`config.mk`:
```
export PLATFORM = sky130hd
export DESIGN_NAME = pwb_ram
export DESIGN_NICKNAME = d
export VERILOG_FILES = /design/src/hdl/pwb_ram.sv
export SDC_FILE = /design/constraint.sdc
export NUM_CORES = 2
export LEC_CHECK = 0
export BUFFER_PORTS_ARGS = -buffer_cell sky130_fd_sc_hd__buf_2
export CORE_MARGIN = 1
export CORE_UTILIZATION = 43
export CTS_CLUSTER_SIZE = 25
export DETAILED_ROUTE_END_ITERATION = 10
export PLACE_DENSITY = 0.66
export SYNTH_ARGS = -nofsm -noshare
export SYNTH_HDL_FRONTEND = slang
export SYNTH_SLANG_ARGS = --single-unit
```
`constraint.sdc`:
```
create_clock -name clk -period 2.02 [get_ports clk]
set_input_delay 0 -clock clk [delete_from_list [all_inputs] [get_ports clk]]
set_output_delay 0 -clock clk [all_outputs]
set_load 0.01 [all_outputs]
```
`src/hdl/pwb_ram.sv`:
```
// Generic single-write, single-read RAM with registered read data.
module pwb_ram #(
  parameter int WIDTH = 8,
  parameter int DEPTH = 256
) (
  input  logic                     clk,
  input  logic                     we,
  input  logic [$clog2(DEPTH)-1:0] waddr,
  input  logic [WIDTH-1:0]         wdata,
  input  logic                     re,
  input  logic [$clog2(DEPTH)-1:0] raddr,
  output logic [WIDTH-1:0]         rdata
);

  logic [WIDTH-1:0] mem [DEPTH];

  // Write port and registered read port
  always_ff @(posedge clk) begin
    if (we) begin
      mem[waddr] <= wdata;
    end
    if (re) begin
      rdata <= mem[raddr];
    end
  end

endmodule

```
==> summary.md <==
| Metric | Value |
|---|---|
| Final hold viol count | 0 |
| Max-slew violations | 0 |
| Sw Ratio | a little over a fifth |
| Top post-synthesis cells by area | edfxtp_1 (78%), mux4_2 (13%), mux2i_1 (1.7%), nor2_1 (1.3%), a22oi_1 (1.3%) |
| Cells on worst reg2reg path | 7 |
| RSZ-0062 raised after global routing | yes |
| Max-Cap Viols | 0 |
| Total number of vias | between 40000 and 50000 |
| Inst Count DP | between 6000 and 7000 |
| CP Cell Sequence | mux4_2 -> mux4_2 -> nor2_1 -> a2111oi_1 -> nor3_2 -> buf_4 -> nor4_2 |
| Status | complete, but fails checks |
| Share of post-route cells with drive strength above 1 | 33.6% |
| Async SR Flop Fraction | 0% |
| Hold crit path type | input pin to register |
| R2R Setup Slk | -0.38 ns |
| Crit start category | register |
| Crit path time final | 2.40 ns |
| Syn avg cell area | roughly 21 µm² |
| Mapped Nets | around 3800 |
| Static Leak | 30.9 nW |
| End of the worst register-to-register path | rdata[0] |
| Worst path top cell family by delay | multiplexers |
| First-pass DRT Iterations | 6 |
| Pre-CTS setup slack | -1.38 ns |
| Crit path launch | mem[143][0] |
| Avg WL per Cell | roughly 28 µm |
| H-tree depth | 4 |
| CORE AREA | around 180000 µm² |
| Non-filler instance count after layout | slightly above 7000 |
| Max stage delay on crit path | around 0.51 ns |
| DIE AREA | 187000 µm² |
| Setup slack after layout | -0.384 ns |
| IO buf count | 34 |
| Layout overhead on the synthesized area | 19.7% |
| Crit share post-route | 119% |
| IO Count | 35 |
| CP bufs+invs | 1 |
| Comb power frac | under 10% |
| Critical path depth | 7 |
| Yosys warns | 0 |
| Max VDD drop | approximately 0.00079 V |
| Crit. End Element | register |
| Register area share after synthesis | approximately 78% |
| WL final | about 200000 µm |
| Largest net degree at the start of global routing | about 90 |
| Worst slew margin | 44.7% |
| Chip width | 432 µm |
| Clk pwr share | 42.0% |
| Row count | approximately 160 |
| Distinct cells, synth | 54 |
| Synth area leader | edfxtp_1 |
| Final ANT Viol Nets | 0 |
| Power per standard cell area | about 940 nW/µm² |
| Final setup viols | 8 |
| Worst clock skew | about 0.05 ns |
| Starting Density | a little over two fifths |
| HPWL Detailed | around 130000 µm |
| Vias per cell | ~5.8 |
| GR Overflow Total | 0 |
| CTS root buf | clkbuf_16 |
| Insertion delay to the later sink of the worst-skew pair | 0.84 ns |
| Most frequent CP cell | mux4_2 |
| Crit Path Category | register to register |
| Critical path endpoint | rdata[0] |
| Number of buffers created by CTS | between 200 and 250 |
| Clock Tree Buf Depth | 3 |
| Fillers | 14200 |
| CTS Sinks | between 2000 and 2500 |
| CTS tree | done |
| Max Freq | between 0.4 and 0.5 GHz |
| Least-Margin Pin Slew | 0.826 ns |
| Vias in the first global route | around 42000 |
| Flop and latch count out of synthesis | a little over 2000 |
| Mapped Area | ~80000 µm² |
| First-pass GRT wire length | between 200000 and 300000 µm |
| Clock Pin Slew Worst Setup and Hold Paths | roughly 0.060 ns |
| Top-count cell post-synth | edfxtp_1 |
| Post-synth top flop | edfxtp_1 |
| Critical path arrival | about 3 ns |
| P_sw | roughly 19 mW |
| Register share of total power | approximately 52% |
| Post-synth EDFFs | between 2000 and 2500 |
| DRT iter0 DRCs | approximately 5000 |
| Die height | ~430 µm |
| DRC violations left | 0 |
| Peak fanout along the critical path | 1 |
| GP Congestion | about 0.84 |
| CP max-delay cell | mux4_2 |
| Internal | ~71 mW |
| Nets | 4510 |
| Worst R2R Start | mem[143][0] |
| Leading cell types by count after synthesis | edfxtp_1 (2056), mux4_2 (454), nor2_1 (282), mux2i_1 (134), a22oi_1 (133) |
| Initial antenna violation count | 7 |
| Total track usage | 21.6% |
| Post-synth top area share | between 70% and 80% |
| Mapped Cells | approximately 3700 |
| Failing checks | setup timing |
| Fin util | 52.0% |
| Fin Hold WS | approximately 0.12 ns |
| Worst Path Required | about 2.6 ns |
[metrics by stage]
step                cell area [µm²]  power [mW]  setup TNS [ns]
floorplan                     79700        50.3               0
global placement              88000        52.9          -10.19
detailed placement            88000        52.9           -9.56
CTS                           95200        90.4           -2.92
global route                  95300        92.3           -2.88
finish                        95300        90.0           -2.61
[metal layers]
layer | share of wire (%) | GRT usage, % | up-vias
li1 | - | - | 17200
met4 | 2.3 | 5.78 | 2
met2 | 49 | 35.0 | 1879
met3 | 8.6 | 3.73 | 275
met1 | 40 | 30.2 | 21800
met5 | 0.0065 | 0 | -
[power groups by stage]
| stage | Sequential [mW] | Combinational (mW) | Clock, mW |
|---|---|---|---|
| 6_report | 47.1 | 5.09 | 37.8 |
| 3_5_place_dp | 48.0 | 4.92 | 0 |
| 5_1_grt | 47.1 | 5.35 | 39.9 |
| 3_3_place_gp | 48.0 | 4.85 | 0 |
| 4_1_cts | 47.1 | 5.06 | 38.3 |
| 2_1_floorplan | 48.0 | 2.29 | 0 |
[worst min-delay path: stages]
cell     delay [ns]
buf_2          0.15
buf_12         0.14
buf_4          0.17
a22oi_1        0.16
buf_4          0.14
nor4_2         0.04
[worst min path at each step]
stage / from / endpoint / slack (ns) / depth (start not counted)
floorplan: wdata[0] / mem[0][0] / 0.1 / 0
global placement: wdata[7] / mem[69][7] / 0.38 / 1
detailed placement: wdata[7] / mem[69][7] / 0.39 / 1
CTS: raddr[4] / rdata[6] / 0.07 / 6
global route: wdata[7] / mem[80][7] / 0.11 / 2
finish: raddr[4] / rdata[6] / 0.12 / 6
[registers in the layout, indices dropped and copies added (netlist names)]
name   cells
mem     2048
rdata      8
[logic make-up (layout without fill, tap and decap cells)]
kind of cell / Yosys count / count (layout) / share of synthesized area [%]
AO/OA/AOI/OAI: 385 / 385 / 3.42
buffers and inverters: 235 / 1145 / 1.83
flip-flops: 2056 / 2056 / 77.5
multiplexers: 591 / 591 / 14.6
other: 0 / 1 / 0
AND/OR/NAND/NOR: 466 / 466 / 2.63
[cell type report]
class | count | area, µm² | share of cell area [%]
antenna | 1 | 2.50 | 0.00262
clock buffer | 242 | 5180 | 5.44
clock inverter | 121 | 1480 | 1.55
inverter | 2 | 7.51 | 0.00787
multi-input combinational | 1442 | 16900 | 17.7
sequential | 2056 | 61700 | 64.8
tap | 2464 | 3080 | 3.23
timing repair buffer | 780 | 6940 | 7.28
[layout by cell type (no fill, tap or decap), types with 80 or more instances in the layout]
master	instances
a22oi_1	131
clkbuf_16	201
nor2_1	275
a21oi_1	93
mux2i_1	134
mux4_2	454
buf_12	80
buf_4	643
edfxtp_1	2056
[repair_timing]
action / in CTS / in global routing
hold endpoints to repair: 2399 / 0
buffers inserted: 0 / 0
cloned: 0 / 0
resized for setup: 48 / 28
hold buffers: 21 / 0
setup endpoints to repair: 8 / 9
pin swaps: 22 / 25
Note: power is estimated with default switching activity, not from simulation.
